### config.mk
export PLATFORM = sky130hd
export DESIGN_NAME = lru_fully_assoc_cache
export DESIGN_NICKNAME = d
export VERILOG_FILES = /design/src/hdl/lrufa_pkg.sv /design/src/hdl/lrufa_ctrl.sv /design/src/hdl/lrufa_datapath.sv /design/src/hdl/lru_fully_assoc_cache.sv
export SDC_FILE = /design/constraint.sdc
export NUM_CORES = 2
export LEC_CHECK = 0
export BUFFER_PORTS_ARGS = -buffer_cell sky130_fd_sc_hd__buf_2
export CELL_PAD_IN_SITES_DETAIL_PLACEMENT = 1
export CELL_PAD_IN_SITES_GLOBAL_PLACEMENT = 1
export CORE_ASPECT_RATIO = 1.2
export CORE_UTILIZATION = 30
export CTS_BUF_LIST = sky130_fd_sc_hd__clkbuf_16
export CTS_CLUSTER_SIZE = 30
export DETAILED_ROUTE_END_ITERATION = 10
export PLACE_DENSITY = 0.53
export SLEW_MARGIN = 20
export SYNTH_ARGS = -nofsm -noshare
export SYNTH_HDL_FRONTEND = slang
export SYNTH_SLANG_ARGS = --single-unit
### constraint.sdc
create_clock -name aclk -period 14.1 [get_ports aclk]
set_clock_uncertainty 0.15 [all_clocks]
set_input_delay 3.525 -clock aclk [delete_from_list [all_inputs] [get_ports aclk]]
set_output_delay 3.525 -clock aclk [all_outputs]
set_load 0.03 [all_outputs]
### src/hdl/lrufa_pkg.sv
package lrufa_pkg;

    // defaults for the top-level parameters
    localparam int MAX_SLOTS_DEF = 16;
    localparam int TAG_BITS_DEF  = 32;
    localparam int DATA_BITS_DEF = 32;

    // fixed field widths on the ports
    localparam int OP_W      = 2;
    localparam int KEY_W     = 32;
    localparam int PAYLOAD_W = 32;
    localparam int DOUT_W    = 32;
    localparam int CNT_W     = 5;
    localparam int CFG_W     = 5;
    localparam int STAMP_W   = 64;

    localparam logic [CFG_W-1:0] CFG_RESET = 5'd16;

    localparam int S_TDATA_W = KEY_W + PAYLOAD_W;
    localparam int S_TUSER_W = OP_W + 1;
    localparam int M_TDATA_W = 40;

    typedef enum logic [OP_W-1:0] {
        OP_GET   = 2'd0,
        OP_PUT   = 2'd1,
        OP_PROBE = 2'd2,
        OP_CLEAR = 2'd3
    } op_t;

    typedef enum logic [1:0] {
        ST_IDLE,
        ST_LOOKUP,
        ST_SCAN
    } state_t;

    typedef struct packed {
        logic load;
        logic scan_step;
        logic finish;
    } ctrl_cmd_t;

    typedef struct packed {
        op_t  op;
        logic present;
        logic hit;
        logic full;
        logic scan_last;
        logic out_free;
    } ctrl_sts_t;

    // size register value limited to 1 .. max_slots
    function automatic int clamp_slots(logic [CFG_W-1:0] size, int max_slots);
        int n;
        n = int'(size);
        if (n < 1) begin
            n = 1;
        end
        if (n > max_slots) begin
            n = max_slots;
        end
        return n;
    endfunction

endpackage

### src/hdl/lrufa_ctrl.sv
module lrufa_ctrl (
    input  logic                  aclk,
    input  logic                  aresetn,
    input  logic                  s_tvalid,
    output logic                  s_tready,
    input  lrufa_pkg::ctrl_sts_t  sts,
    output lrufa_pkg::ctrl_cmd_t  cmd
);
    import lrufa_pkg::*;

    state_t state_reg;
    state_t state_next;
    logic   need_evict;

    assign need_evict = (sts.op == OP_PUT) && sts.present && !sts.hit && sts.full;

    always_ff @(posedge aclk) begin
        if (!aresetn) begin
            state_reg <= ST_IDLE;
        end else begin
            state_reg <= state_next;
        end
    end

    always_comb begin
        state_next = state_reg;
        unique case (state_reg)
            ST_IDLE: begin
                if (s_tvalid) begin
                    state_next = ST_LOOKUP;
                end
            end
            ST_LOOKUP: begin
                if (need_evict) begin
                    state_next = ST_SCAN;
                end else if (sts.out_free) begin
                    state_next = ST_IDLE;
                end
            end
            ST_SCAN: begin
                if (sts.scan_last) begin
                    state_next = ST_LOOKUP;
                end
            end
            default: begin
                state_next = ST_IDLE;
            end
        endcase
    end

    always_comb begin
        s_tready      = 1'b0;
        cmd.load      = 1'b0;
        cmd.scan_step = 1'b0;
        cmd.finish    = 1'b0;
        unique case (state_reg)
            ST_IDLE: begin
                s_tready = 1'b1;
                cmd.load = s_tvalid;
            end
            ST_LOOKUP: begin
                cmd.finish = !need_evict && sts.out_free;
            end
            ST_SCAN: begin
                cmd.scan_step = 1'b1;
            end
            default: begin
                s_tready = 1'b0;
            end
        endcase
    end

endmodule

### src/hdl/lrufa_datapath.sv
module lrufa_datapath #(
    parameter int MAX_SLOTS = lrufa_pkg::MAX_SLOTS_DEF,
    parameter int TAG_BITS  = lrufa_pkg::TAG_BITS_DEF,
    parameter int DATA_BITS = lrufa_pkg::DATA_BITS_DEF
) (
    input  logic                          aclk,
    input  logic                          aresetn,
    input  logic                          cfg_wr_en,
    input  logic [lrufa_pkg::CFG_W-1:0]   cfg_wr_data,
    input  lrufa_pkg::op_t                in_op,
    input  logic [lrufa_pkg::KEY_W-1:0]   in_key,
    input  logic [lrufa_pkg::PAYLOAD_W-1:0] in_payload,
    input  logic                          in_present,
    input  lrufa_pkg::ctrl_cmd_t          cmd,
    output lrufa_pkg::ctrl_sts_t          sts,
    output logic                          out_valid,
    input  logic                          out_ready,
    output logic                          out_hit,
    output logic [lrufa_pkg::DOUT_W-1:0]  out_data,
    output logic                          out_evicted,
    output logic [lrufa_pkg::CNT_W-1:0]   out_count
);
    import lrufa_pkg::*;

    localparam int IDX_W = (MAX_SLOTS > 1) ? $clog2(MAX_SLOTS) : 1;
    localparam int N_W   = $clog2(MAX_SLOTS + 1);

    // configuration and slot state
    logic [CFG_W-1:0]     size_reg;
    logic [MAX_SLOTS-1:0] valid_reg, valid_next;
    logic [N_W-1:0]       occ_reg, occ_next;
    logic [STAMP_W-1:0]   counter_reg, counter_next;
    logic [TAG_BITS-1:0]  tag_reg   [MAX_SLOTS];
    logic [DATA_BITS-1:0] data_reg  [MAX_SLOTS];
    logic [STAMP_W-1:0]   stamp_reg [MAX_SLOTS];

    // request held for the duration of the transaction
    op_t                  op_reg;
    logic [TAG_BITS-1:0]  key_reg;
    logic [DATA_BITS-1:0] pay_reg;
    logic                 present_reg;

    // eviction scan
    logic [IDX_W-1:0]     scan_idx_reg;
    logic [IDX_W-1:0]     best_idx_reg;
    logic                 best_found_reg;
    logic [STAMP_W-1:0]   best_stamp_reg;
    logic                 ev_reg;

    // result register
    logic                 m_valid_reg, m_valid_next;
    logic                 o_hit_reg, o_hit_next;
    logic [DOUT_W-1:0]    o_data_reg, o_data_next;
    logic                 o_ev_reg, o_ev_next;
    logic [CNT_W-1:0]     o_cnt_reg, o_cnt_next;

    logic [N_W-1:0]       n_active;
    logic [N_W-1:0]       n_cfg;
    logic [MAX_SLOTS-1:0] act_mask, cfg_mask, match, free;
    logic [N_W-1:0]       cfg_cnt;
    logic                 hit_any;
    logic [IDX_W-1:0]     hit_idx, free_idx, evict_idx, wr_idx;
    logic                 scan_take, scan_last, out_free;
    logic                 stamp_we, fill_we;

    assign n_active = N_W'(clamp_slots(size_reg, MAX_SLOTS));
    assign n_cfg    = N_W'(clamp_slots(cfg_wr_data, MAX_SLOTS));

    // parallel tag compare, lowest matching and lowest free slot
    always_comb begin
        hit_idx  = '0;
        free_idx = '0;
        cfg_cnt  = '0;
        for (int i = 0; i < MAX_SLOTS; i++) begin
            act_mask[i] = int'(n_active) > i;
            cfg_mask[i] = int'(n_cfg) > i;
            match[i]    = valid_reg[i] && act_mask[i] && (tag_reg[i] == key_reg);
            free[i]     = !valid_reg[i] && act_mask[i];
            if (valid_reg[i] && cfg_mask[i]) begin
                cfg_cnt = cfg_cnt + 1'b1;
            end
        end
        for (int i = MAX_SLOTS - 1; i >= 0; i--) begin
            if (match[i]) begin
                hit_idx = IDX_W'(i);
            end
            if (free[i]) begin
                free_idx = IDX_W'(i);
            end
        end
    end

    assign hit_any   = |match;
    assign out_free  = !m_valid_reg || out_ready;
    assign scan_last = int'(scan_idx_reg) == (int'(n_active) - 1);
    // strict less keeps the lower slot on equal stamps
    assign scan_take = valid_reg[scan_idx_reg]
                       && (!best_found_reg || (stamp_reg[scan_idx_reg] < best_stamp_reg));
    assign evict_idx = scan_take ? scan_idx_reg : best_idx_reg;
    assign wr_idx    = hit_any ? hit_idx : free_idx;

    assign sts.op        = op_reg;
    assign sts.present   = present_reg;
    assign sts.hit       = hit_any;
    assign sts.full      = occ_reg >= n_active;
    assign sts.scan_last = scan_last;
    assign sts.out_free  = out_free;

    always_comb begin
        valid_next   = valid_reg;
        occ_next     = occ_reg;
        counter_next = counter_reg;
        stamp_we     = 1'b0;
        fill_we      = 1'b0;
        m_valid_next = m_valid_reg && !out_ready;
        o_hit_next   = o_hit_reg;
        o_data_next  = o_data_reg;
        o_ev_next    = o_ev_reg;
        o_cnt_next   = o_cnt_reg;

        if (cmd.scan_step && scan_last) begin
            valid_next[evict_idx] = 1'b0;
            occ_next              = occ_reg - 1'b1;
        end

        if (cmd.finish) begin
            o_hit_next  = 1'b0;
            o_data_next = '0;
            o_ev_next   = 1'b0;
            unique case (op_reg)
                OP_GET: begin
                    if (hit_any) begin
                        counter_next = counter_reg + 1'b1;
                        stamp_we     = 1'b1;
                        o_hit_next   = 1'b1;
                        o_data_next  = DOUT_W'(data_reg[hit_idx]);
                    end
                end
                OP_PUT: begin
                    if (present_reg) begin
                        counter_next = counter_reg + 1'b1;
                        stamp_we     = 1'b1;
                        o_hit_next   = hit_any;
                        o_ev_next    = ev_reg;
                        if (!hit_any) begin
                            fill_we            = 1'b1;
                            valid_next[free_idx] = 1'b1;
                            occ_next           = occ_reg + 1'b1;
                        end
                    end
                end
                OP_PROBE: begin
                    o_hit_next = hit_any;
                end
                OP_CLEAR: begin
                    valid_next = '0;
                    occ_next   = '0;
                end
                default: begin
                    o_hit_next = 1'b0;
                end
            endcase
            o_cnt_next   = CNT_W'(occ_next);
            m_valid_next = 1'b1;
        end

        // slots past the new size are dropped
        if (cfg_wr_en) begin
            valid_next = valid_reg & cfg_mask;
            occ_next   = cfg_cnt;
        end
    end

    always_ff @(posedge aclk) begin
        if (!aresetn) begin
            size_reg    <= CFG_RESET;
            valid_reg   <= '0;
            occ_reg     <= '0;
            counter_reg <= '0;
            m_valid_reg <= 1'b0;
        end else begin
            if (cfg_wr_en) begin
                size_reg <= cfg_wr_data;
            end
            valid_reg   <= valid_next;
            occ_reg     <= occ_next;
            counter_reg <= counter_next;
            m_valid_reg <= m_valid_next;
        end
    end

    always_ff @(posedge aclk) begin
        if (cmd.load) begin
            op_reg         <= in_op;
            key_reg        <= TAG_BITS'(in_key);
            pay_reg        <= DATA_BITS'(in_payload);
            present_reg    <= in_present;
            scan_idx_reg   <= '0;
            best_found_reg <= 1'b0;
            ev_reg         <= 1'b0;
        end
        if (cmd.scan_step) begin
            scan_idx_reg <= scan_idx_reg + 1'b1;
            if (scan_take) begin
                best_idx_reg   <= scan_idx_reg;
                best_stamp_reg <= stamp_reg[scan_idx_reg];
                best_found_reg <= 1'b1;
            end
            if (scan_last) begin
                ev_reg <= 1'b1;
            end
        end
        if (stamp_we) begin
            stamp_reg[wr_idx] <= counter_next;
        end
        if (fill_we) begin
            tag_reg[free_idx]  <= key_reg;
            data_reg[free_idx] <= pay_reg;
        end
        o_hit_reg  <= o_hit_next;
        o_data_reg <= o_data_next;
        o_ev_reg   <= o_ev_next;
        o_cnt_reg  <= o_cnt_next;
    end

    assign out_valid   = m_valid_reg;
    assign out_hit     = o_hit_reg;
    assign out_data    = o_data_reg;
    assign out_evicted = o_ev_reg;
    assign out_count   = o_cnt_reg;

endmodule

### src/hdl/lru_fully_assoc_cache.sv
// flow: a transaction is accepted in idle and looked up, and its result is written to the output register
//   once that register is free or being read, for get, probe, clear and put of a present key or without item
// put of a new key into a full cache adds an eviction scan of one slot per cycle over the stored stamps
//   of the active slots before the lookup is repeated and the result written
// the next transaction is taken once the last one's result is written, also while that result
//   waits; reset: aresetn synchronous active low; cache empty, counter zero, size 16
module lru_fully_assoc_cache #(
    parameter int MAX_SLOTS = lrufa_pkg::MAX_SLOTS_DEF,
    parameter int TAG_BITS  = lrufa_pkg::TAG_BITS_DEF,
    parameter int DATA_BITS = lrufa_pkg::DATA_BITS_DEF
) (
    input  logic                            aclk,
    input  logic                            aresetn,
    // size register: number of slots in use
    input  logic                            cfg_wr_en,
    input  logic [lrufa_pkg::CFG_W-1:0]     cfg_wr_data,
    // request channel
    input  logic                            s_tvalid,
    output logic                            s_tready,
    input  logic [lrufa_pkg::S_TDATA_W-1:0] s_tdata,  // key[31:0], payload[63:32]
    input  logic [lrufa_pkg::S_TUSER_W-1:0] s_tuser,  // op[1:0], present[2]
    // result channel
    output logic                            m_tvalid,
    input  logic                            m_tready,
    output logic [lrufa_pkg::M_TDATA_W-1:0] m_tdata   // hit[0], data_out[32:1],
                                                      // evicted[33], occupied_count[38:34]
);
    import lrufa_pkg::*;

    ctrl_cmd_t         cmd;
    ctrl_sts_t         sts;
    logic              out_hit;
    logic [DOUT_W-1:0] out_data;
    logic              out_evicted;
    logic [CNT_W-1:0]  out_count;

    // sequencer: accept, lookup, optional eviction scan, result
    lrufa_ctrl u_ctrl (
        .aclk     (aclk),
        .aresetn  (aresetn),
        .s_tvalid (s_tvalid),
        .s_tready (s_tready),
        .sts      (sts),
        .cmd      (cmd)
    );

    // slot storage, tag compare, stamp scan and the result register
    lrufa_datapath #(
        .MAX_SLOTS (MAX_SLOTS),
        .TAG_BITS  (TAG_BITS),
        .DATA_BITS (DATA_BITS)
    ) u_datapath (
        .aclk        (aclk),
        .aresetn     (aresetn),
        .cfg_wr_en   (cfg_wr_en),
        .cfg_wr_data (cfg_wr_data),
        .in_op       (op_t'(s_tuser[OP_W-1:0])),
        .in_key      (s_tdata[KEY_W-1:0]),
        .in_payload  (s_tdata[S_TDATA_W-1:KEY_W]),
        .in_present  (s_tuser[OP_W]),
        .cmd         (cmd),
        .sts         (sts),
        .out_valid   (m_tvalid),
        .out_ready   (m_tready),
        .out_hit     (out_hit),
        .out_data    (out_data),
        .out_evicted (out_evicted),
        .out_count   (out_count)
    );

    // result fields packed from bit 0 up, top bit padding to whole bytes
    assign m_tdata = {1'b0, out_count, out_evicted, out_data, out_hit};

endmodule
# Yosys cells after proc, flatten, opt, wreduce, memory -nomap -nowiden
# Memories as Yosys holds them, arrays and structs flattened. A register that Yosys moved wholly into a read port is not among the register bits.
# Cells that the tools add are included.
[word_totals] regBits=241 latch_bits=0 mem_bits_rw=2048 rom_bits=0 output_inout_bits=42 memories=3
[mem_list] name="u_datapath.stamp_reg" depth=16 width=64 rd=1 rd_clocked_by_memory_dff=1 write_ports=1 line_no="lrufa_datapath.sv:35" text="logic [STAMP_W-1:0] stamp_reg [MAX_SLOTS];"
[mem_list] name="u_datapath.data_reg" depth=16 width=32 rd=1 rd_clocked_by_memory_dff=1 write_ports=1 line_no="lrufa_datapath.sv:34" text="logic [DATA_BITS-1:0] data_reg [MAX_SLOTS];"
[mem_list] name="u_datapath.tag_reg" depth=16 width=32 rd=16 rd_clocked_by_memory_dff=0 write_ports=1 line_no="lrufa_datapath.sv:33" text="logic [TAG_BITS-1:0] tag_reg [MAX_SLOTS];"
[op_classes] add_sub_neg=20 multipliers=0 div=0 n_lt_le_gt_ge=43 eq_ne=25 n_shift=0 n_mux=109 bitwise_logic=4 reduce_logical=105
[ops] operator="equality test 32 bit" count=16
[ops] operator="2-to-1 mux 64 bit" count=3
[ops] operator="2-to-1 mux 4 bit" count=37
[ops] operator="one-hot mux 64 bit (2 select lines)" count=1
[ops] operator="2-to-1 mux 5 bit" count=24
[ops] operator="greater-than comparator 5 x 4 -> 1 bit (second input constant)" count=16
[ops] operator="2-to-1 mux 16 bit" count=5
[ops] operator="adder 5 x 1 -> 5 bit (second input constant)" count=15
[ops] operator="logical AND 1 bit" count=73
[ops] operator="adder 64 x 1 -> 64 bit (second input constant)" count=1
[ops] operator="< comparator 64 bit" count=1
[ops] operator="greater-than comparator 5 x 3 -> 1 bit (second input constant)" count=8
[ops] operator="AND 16 bit" count=2
[ops] operator="equality test 5 x 32 -> 1 bit" count=1
[ops] operator="one-hot mux 16 bit (2 select lines)" count=1
[ops] operator="2-to-1 mux 1 bit" count=27
[ops] operator="zero test 1 bit" count=22
[ops] operator="greater-than comparator 5 x 1 -> 1 bit (second input constant)" count=4
[ops] operator="greater-than comparator 5 x 2 -> 1 bit (second input constant)" count=4
[ops] operator="inverter 16 bit" count=1
[ops] operator="OR 16 bit" count=1
[ops] operator="OR reduction 16 bit" count=1
[ops] operator="< comparator 4 x 5 -> 1 bit (second input constant)" count=3
[ops] operator="greater-than comparator 5 bit (second input constant)" count=2
[ops] operator="other kinds (24)" count=37

# Logic depth before layout (Yosys ltp)
[logic_depth] depth_word=38 mapped_depth=48 depth_no_buf=46

# Modules after synthesis
# From an unflattened synthesis, not the netlist that was laid out.
[hier_totals] hier_cells=5781 hier_area_um2=96792.8
[modules_own_cells] module="lrufa_datapath" instances=1 cells_per_inst=5759 area_each_um2=96627.7 seq_area_each_um2=68786.0
[modules_own_cells] module="lrufa_ctrl" instances=1 cells_per_inst=18 area_each_um2=138.9 seq_area_each_um2=40.0
[modules_own_cells] module="lru_fully_assoc_cache" instances=1 cells_per_inst=4 area_each_um2=26.3 seq_area_each_um2=0.0

# Worst setup path before layout
# No wires, ideal clock.
[synth_timing] path_type="input -> register" startpoint="input cfg_wr_data[3] (netlist bit)" endpoint="register u_datapath.occ_reg[4]" t_arrival_ns=11.475 required_ns=13.831 slack_ns=2.356 path_stages=46 n_path_buf=2 path_cell_list="buf_6 -> or2_1 -> buf_4 -> o31ai_1 -> ha_1 -> xnor2_1 -> ha_1 -> nand2_1 -> a21boi_2 -> inv_1 -> ha_1 -> nor2_1 -> a21oi_1 -> ha_1 -> nand3b_1 -> o31ai_1 -> a21oi_1 -> ha_1 -> [... 10 more ...] -> nand2b_1 -> nor2b_1 -> xnor2_1 -> a21oi_1 -> ha_1 -> a21oi_1 -> o21ai_0 -> xnor2_1 -> a21o_1 -> ha_1 -> nand3_1 -> or4_1 -> and4_1 -> o21ai_2 -> xnor2_1 -> nor3_2 -> xnor2_1 -> a21oi_1"
[synth_between] elab_chain_len=38 elab_cells_between_ends=68
[synth_lines] item="start: declaration" line_no="lru_fully_assoc_cache.sv:16" text="input logic [lrufa_pkg::CFG_W-1:0] cfg_wr_data,"
[synth_lines] item="< comparator 5 x 1 -> 1 bit" line_no="lrufa_pkg.sv:55" text="if (n < 1) begin"
[synth_lines] item="2-to-1 mux 5 bit *" line_no="lrufa_pkg.sv:55"
[synth_lines] item="greater-than comparator 5 bit" line_no="lrufa_pkg.sv:58" text="if (n > max_slots) begin"
[synth_lines] item="2-to-1 mux 5 bit *" line_no="lrufa_pkg.sv:58"
[synth_lines] item="greater-than comparator 5 x 1 -> 1 bit" line_no="lrufa_datapath.sv:76" text="cfg_mask[i] = int'(n_cfg) > i;"
[synth_lines] item="logical AND 1 bit" line_no="lrufa_datapath.sv:79" text="if (valid_reg[i] && cfg_mask[i]) begin"
[synth_lines] item="2-to-1 mux 1 bit" line_no="lrufa_datapath.sv:79"
[synth_lines] item="adder 1 x 1 -> 2 bit" line_no="lrufa_datapath.sv:80" text="cfg_cnt = cfg_cnt + 1'b1;"
[synth_lines] item="[... 22 more ...]"
[synth_lines] item="2-to-1 mux 5 bit" line_no="lrufa_datapath.sv:79"
[synth_lines] item="adder 5 x 1 -> 5 bit" line_no="lrufa_datapath.sv:80"
[synth_lines] item="2-to-1 mux 5 bit" line_no="lrufa_datapath.sv:79"
[synth_lines] item="adder 5 x 1 -> 5 bit" line_no="lrufa_datapath.sv:80"
[synth_lines] item="2-to-1 mux 5 bit" line_no="lrufa_datapath.sv:79"
[synth_lines] item="adder 5 x 1 -> 5 bit" line_no="lrufa_datapath.sv:80"
[synth_lines] item="2-to-1 mux 5 bit *" line_no="lrufa_datapath.sv:79"
[synth_lines] item="2-to-1 mux 5 bit *" line_no="lrufa_datapath.sv:168" text="if (cfg_wr_en) begin"
[synth_lines] item="end signal: assignment" line_no="lrufa_datapath.sv:186" text="occ_reg <= occ_next;"
[synth_lines] item="end: declaration" line_no="lrufa_datapath.sv:31" text="logic [N_W-1:0] occ_reg, occ_next;"
# Every way passes the cells marked *; elsewhere a longest branch is shown, timed or not.
# A chain may end at the register's enable or synchronous reset.

# Final worst setup path
# Same ends and word-level chain as after synthesis.

==> metrics.md <==
| Metric | Value |
|---|---|
| Number of global-route vias before repair | 58200 |
| Slack of the critical path | 1.81 ns |
| Number of nets in the layout | 6544 |
| Port Buffer Count | 117 |
| Hold/Removal Path Class | register to register |
| Period utilization | 87.2% |
| Ports | 119 |
| Flops & latches, synth | 2325 |
| Chip Height | 626 um |
| R2r endpoint | u_datapath.occ_reg[4] |
| DP Worst Slack | 0.986 ns |
| Status | finished, final reports clean |
| Drt first pass iters | 5 |
| Max Cap Viol | 0 |
| Most common cell after layout, fill and taps aside | edfxtp_1 |
| Setup Fix Bufs, Post-CTS | 0 |
| Hold EP | u_datapath.ev_reg |
| Post-DP HPWL | 174000 um |
| Finished Cell Area | 0.112 mm^2 |
| Required @ worst endpoint | 14.69 ns |
| Peak supply drop | 0.110 mV |
| DRT iter0 DRCs | 4019 |
| Cell Area, Placed | 0.104 mm^2 |
| CP dominant cell by count | ha_1 |
| GPL Wtd Cong | 0.819 |
| Clock root buffer | clkbuf_16 |
| Starting Density | 30.2% |
| CP endpoint kind | register |
| Wire per inst | 27.4 um |
| Slew Viols, Final | 0 |
| Slowest cell on the critical path | o31ai_1 |
| DRC viols | 0 |
| Leakage | 36.0 nW |
| Register area share after synthesis | 70.7% |
| Rows | 228 |
| Multi-input gate area | 0.0273 mm^2 |
| Aggregate global-route resource usage | 17.9% |
| CTS tree | built |
| Sequential power share | 52.3% |
| Cells after synthesis | 6118 |
| FF+latch area | 0.0688 mm^2 |
| Max reg flops | 1024 |
| Distinct cell type count after synthesis | 105 |
| Final wirelength | 296000 um |
| Die area | 0.327 mm^2 |
| Tmin final | 12.29 ns |
| Int Pwr | 0.0113 W |
| R2R Setup Slk | 4.71 ns |
| Reg2reg start | u_datapath.valid_reg[0] |
| Post-CTS sizing | 0 |
| R2R depth | 43 |
| DIE WIDTH | 522 um |
| Kind of critical path | input port to register |
| Clock slew at reported path FFs | 0.06 ns |
| Ys flop type | edfxtp_1 |
| Layout cells sized above 1 | 17.9% |
| Total CTS buffers | 245 |
| ANT nets after route | 0 |
| Hold Path Stages | 2 |
| WP data arrival | 12.88 ns |
| Initial antenna violation count | 15 |
| Number of flops mapped to enable cells by yosys | 2226 |
| H-tree lvl count | 4 |
| # hold bufs at CTS | 0 |
| Synth-to-Final Area Change | 14.7% |
| Sw Pwr | 0.00325 W |
| Fill count | 32600 |
| Setup TNS | 0 ns |
| Slowest stage delay, CP | 0.48 ns |
| Synth Net Count | 6285 |
| Synth Area per Inst | 15.9 um^2 |
| RSZ-0062 raised after global routing | no |
| CTS max path bufs | 4 |
| CTS Sinks | 2325 |
| Final hold violations | 0 |
| Sw Ratio | 22.4% |
| Core region area | 0.322 mm^2 |
| FMAX | 0.0814 GHz |
| Vias per cell | 5.05 |
| Overflow after GRT | 0 |
| CP max FO | 9 |
| Async SR Flop Fraction | 0% |
| Largest net degree at the start of global routing | 172 |
| Worst Tran Pin Value | 1.14 ns |
| Vias post-DR | 54700 |
| Hold path startpoint | u_datapath.ev_reg |
| Clock power frac | 42.7% |
| Yosys warnings | 0 |
| Power density over the cells | 130 mW/mm^2 |
| Final setup fails | 0 |
| Comb power frac | 5.0% |
| Slew margin rel. | 23.8% |
| Most frequent cells in the layout | edfxtp_1, nand2_1, nand3_1 |
| Netlist Area Pre-Place | 0.0973 mm^2 |
| First-pass GRT wire length | 423000 um |
| Clock Latency Late Sink | 0.93 ns |
| Critical path launch point type | input port |
[cell families after synthesis]
family,share of synthesized area (%)
AO/OA/AOI/OAI,3.52
XOR/XNOR,5.57
adder cells (fa/ha/maj),1.17
buffers and inverters,1.78
flip-flops,70.7
multiplexers,7.96
other,0.00385
AND/OR/NAND/NOR,9.28
[critical path: cells and delay by family]
family | cells | cell delay, ns
XOR/XNOR | 5 | 0.86
AO/OA/AOI/OAI | 15 | 2.60
AND/OR/NAND/NOR | 12 | 2.35
buffers and inverters | 3 | 0.35
adder cells (fa/ha/maj) | 10 | 3.21
[per-stage QoR]
step / power, W / utilization [%] / std cells / hold WS (ns)
4_1_cts: 0.0147 / 34.6 / 10800 / 0.368
3_3_place_gp: 0.00849 / 32.2 / 10400 / 0.338
6_report: 0.0145 / 34.7 / 10800 / 0.368
2_1_floorplan: 0.00821 / - / 6118 / 0.266
5_1_grt: 0.0150 / 34.7 / 10800 / 0.390
3_5_place_dp: 0.00850 / 32.3 / 10400 / 0.358
[synthesized netlist by cell type (9+ instances only)]
cell         n  share of area (%)
buf_1       35               0.13
mux4_2     325                7.5
xor2_1     276                2.5
nand4b_1    10              0.090
a31oi_1     40               0.26
nand2b_1    35               0.22
o22ai_1     43               0.28
and2_1      87               0.56
o21ai_0     94               0.48
clkbuf_1   174               0.67
o21a_1      13               0.10
o31ai_1     22               0.17
nand2_1    675                2.6
or2_2       15              0.096
mux2_2      10               0.12
nor3_1      69               0.35
nor2_1     165               0.64
nand4_1    153               0.98
edfxtp_1  2226                 69
a31o_2      57               0.51
dfxtp_1     99                2.0
nor2b_1     24               0.15
buf_2       75               0.39
mux2i_1     29               0.30
ha_1        90                1.2
and4_1      13               0.12
nand3_1    333                1.7
a21o_1      52               0.40
xnor2_1    318                2.9
nor4_1     129               0.83
or4_1       20               0.15
inv_1      109               0.42
a21oi_1     72               0.37
or3_1        9              0.058
a32o_1      11               0.11
and3_1      39               0.25
[layout make-up]
cell class / instances / share of cell area (%)
clock buffer: 248 / 5.56
antenna: 2 / 0.00448
clock inverter: 195 / 1.22
inverter: 111 / 0.381
multi-input combinational: 3385 / 24.5
sequential: 2325 / 61.7
timing repair buffer: 309 / 1.91
tap: 4255 / 4.77
[metal layers]
| layer | global-route usage, % | wire length, um | vias up |
|---|---|---|---|
| met4 | 5.57 | 9310 | 2 |
| met3 | 2.07 | 10700 | 406 |
| met2 | 31.9 | 151000 | 1080 |
| li1 | - | - | 24100 |
| met5 | 0 | 17 | - |
| met1 | 22.6 | 125000 | 29100 |
[power by group through the flow]
stage / clock network, W / logic, W / registers, W
3_3_place_gp: 0 / 0.000736 / 0.00776
2_1_floorplan: 0 / 0.000469 / 0.00774
3_5_place_dp: 0 / 0.000745 / 0.00776
6_report: 0.00621 / 0.000732 / 0.00761
4_1_cts: 0.00639 / 0.000748 / 0.00761
5_1_grt: 0.00660 / 0.000790 / 0.00761
[how the worst max path moves through the flow]
stage	endpoint	startpoint
after global placement	u_datapath.occ_reg[4]	cfg_wr_data[3]
final	u_datapath.occ_reg[4]	cfg_wr_data[3]
after CTS	u_datapath.occ_reg[4]	cfg_wr_data[3]
after detailed placement	u_datapath.occ_reg[4]	cfg_wr_data[3]
after global routing	u_datapath.occ_reg[4]	cfg_wr_data[3]
after floorplan	u_datapath.occ_reg[4]	cfg_wr_data[3]
(Power assumes the default switching activity.)
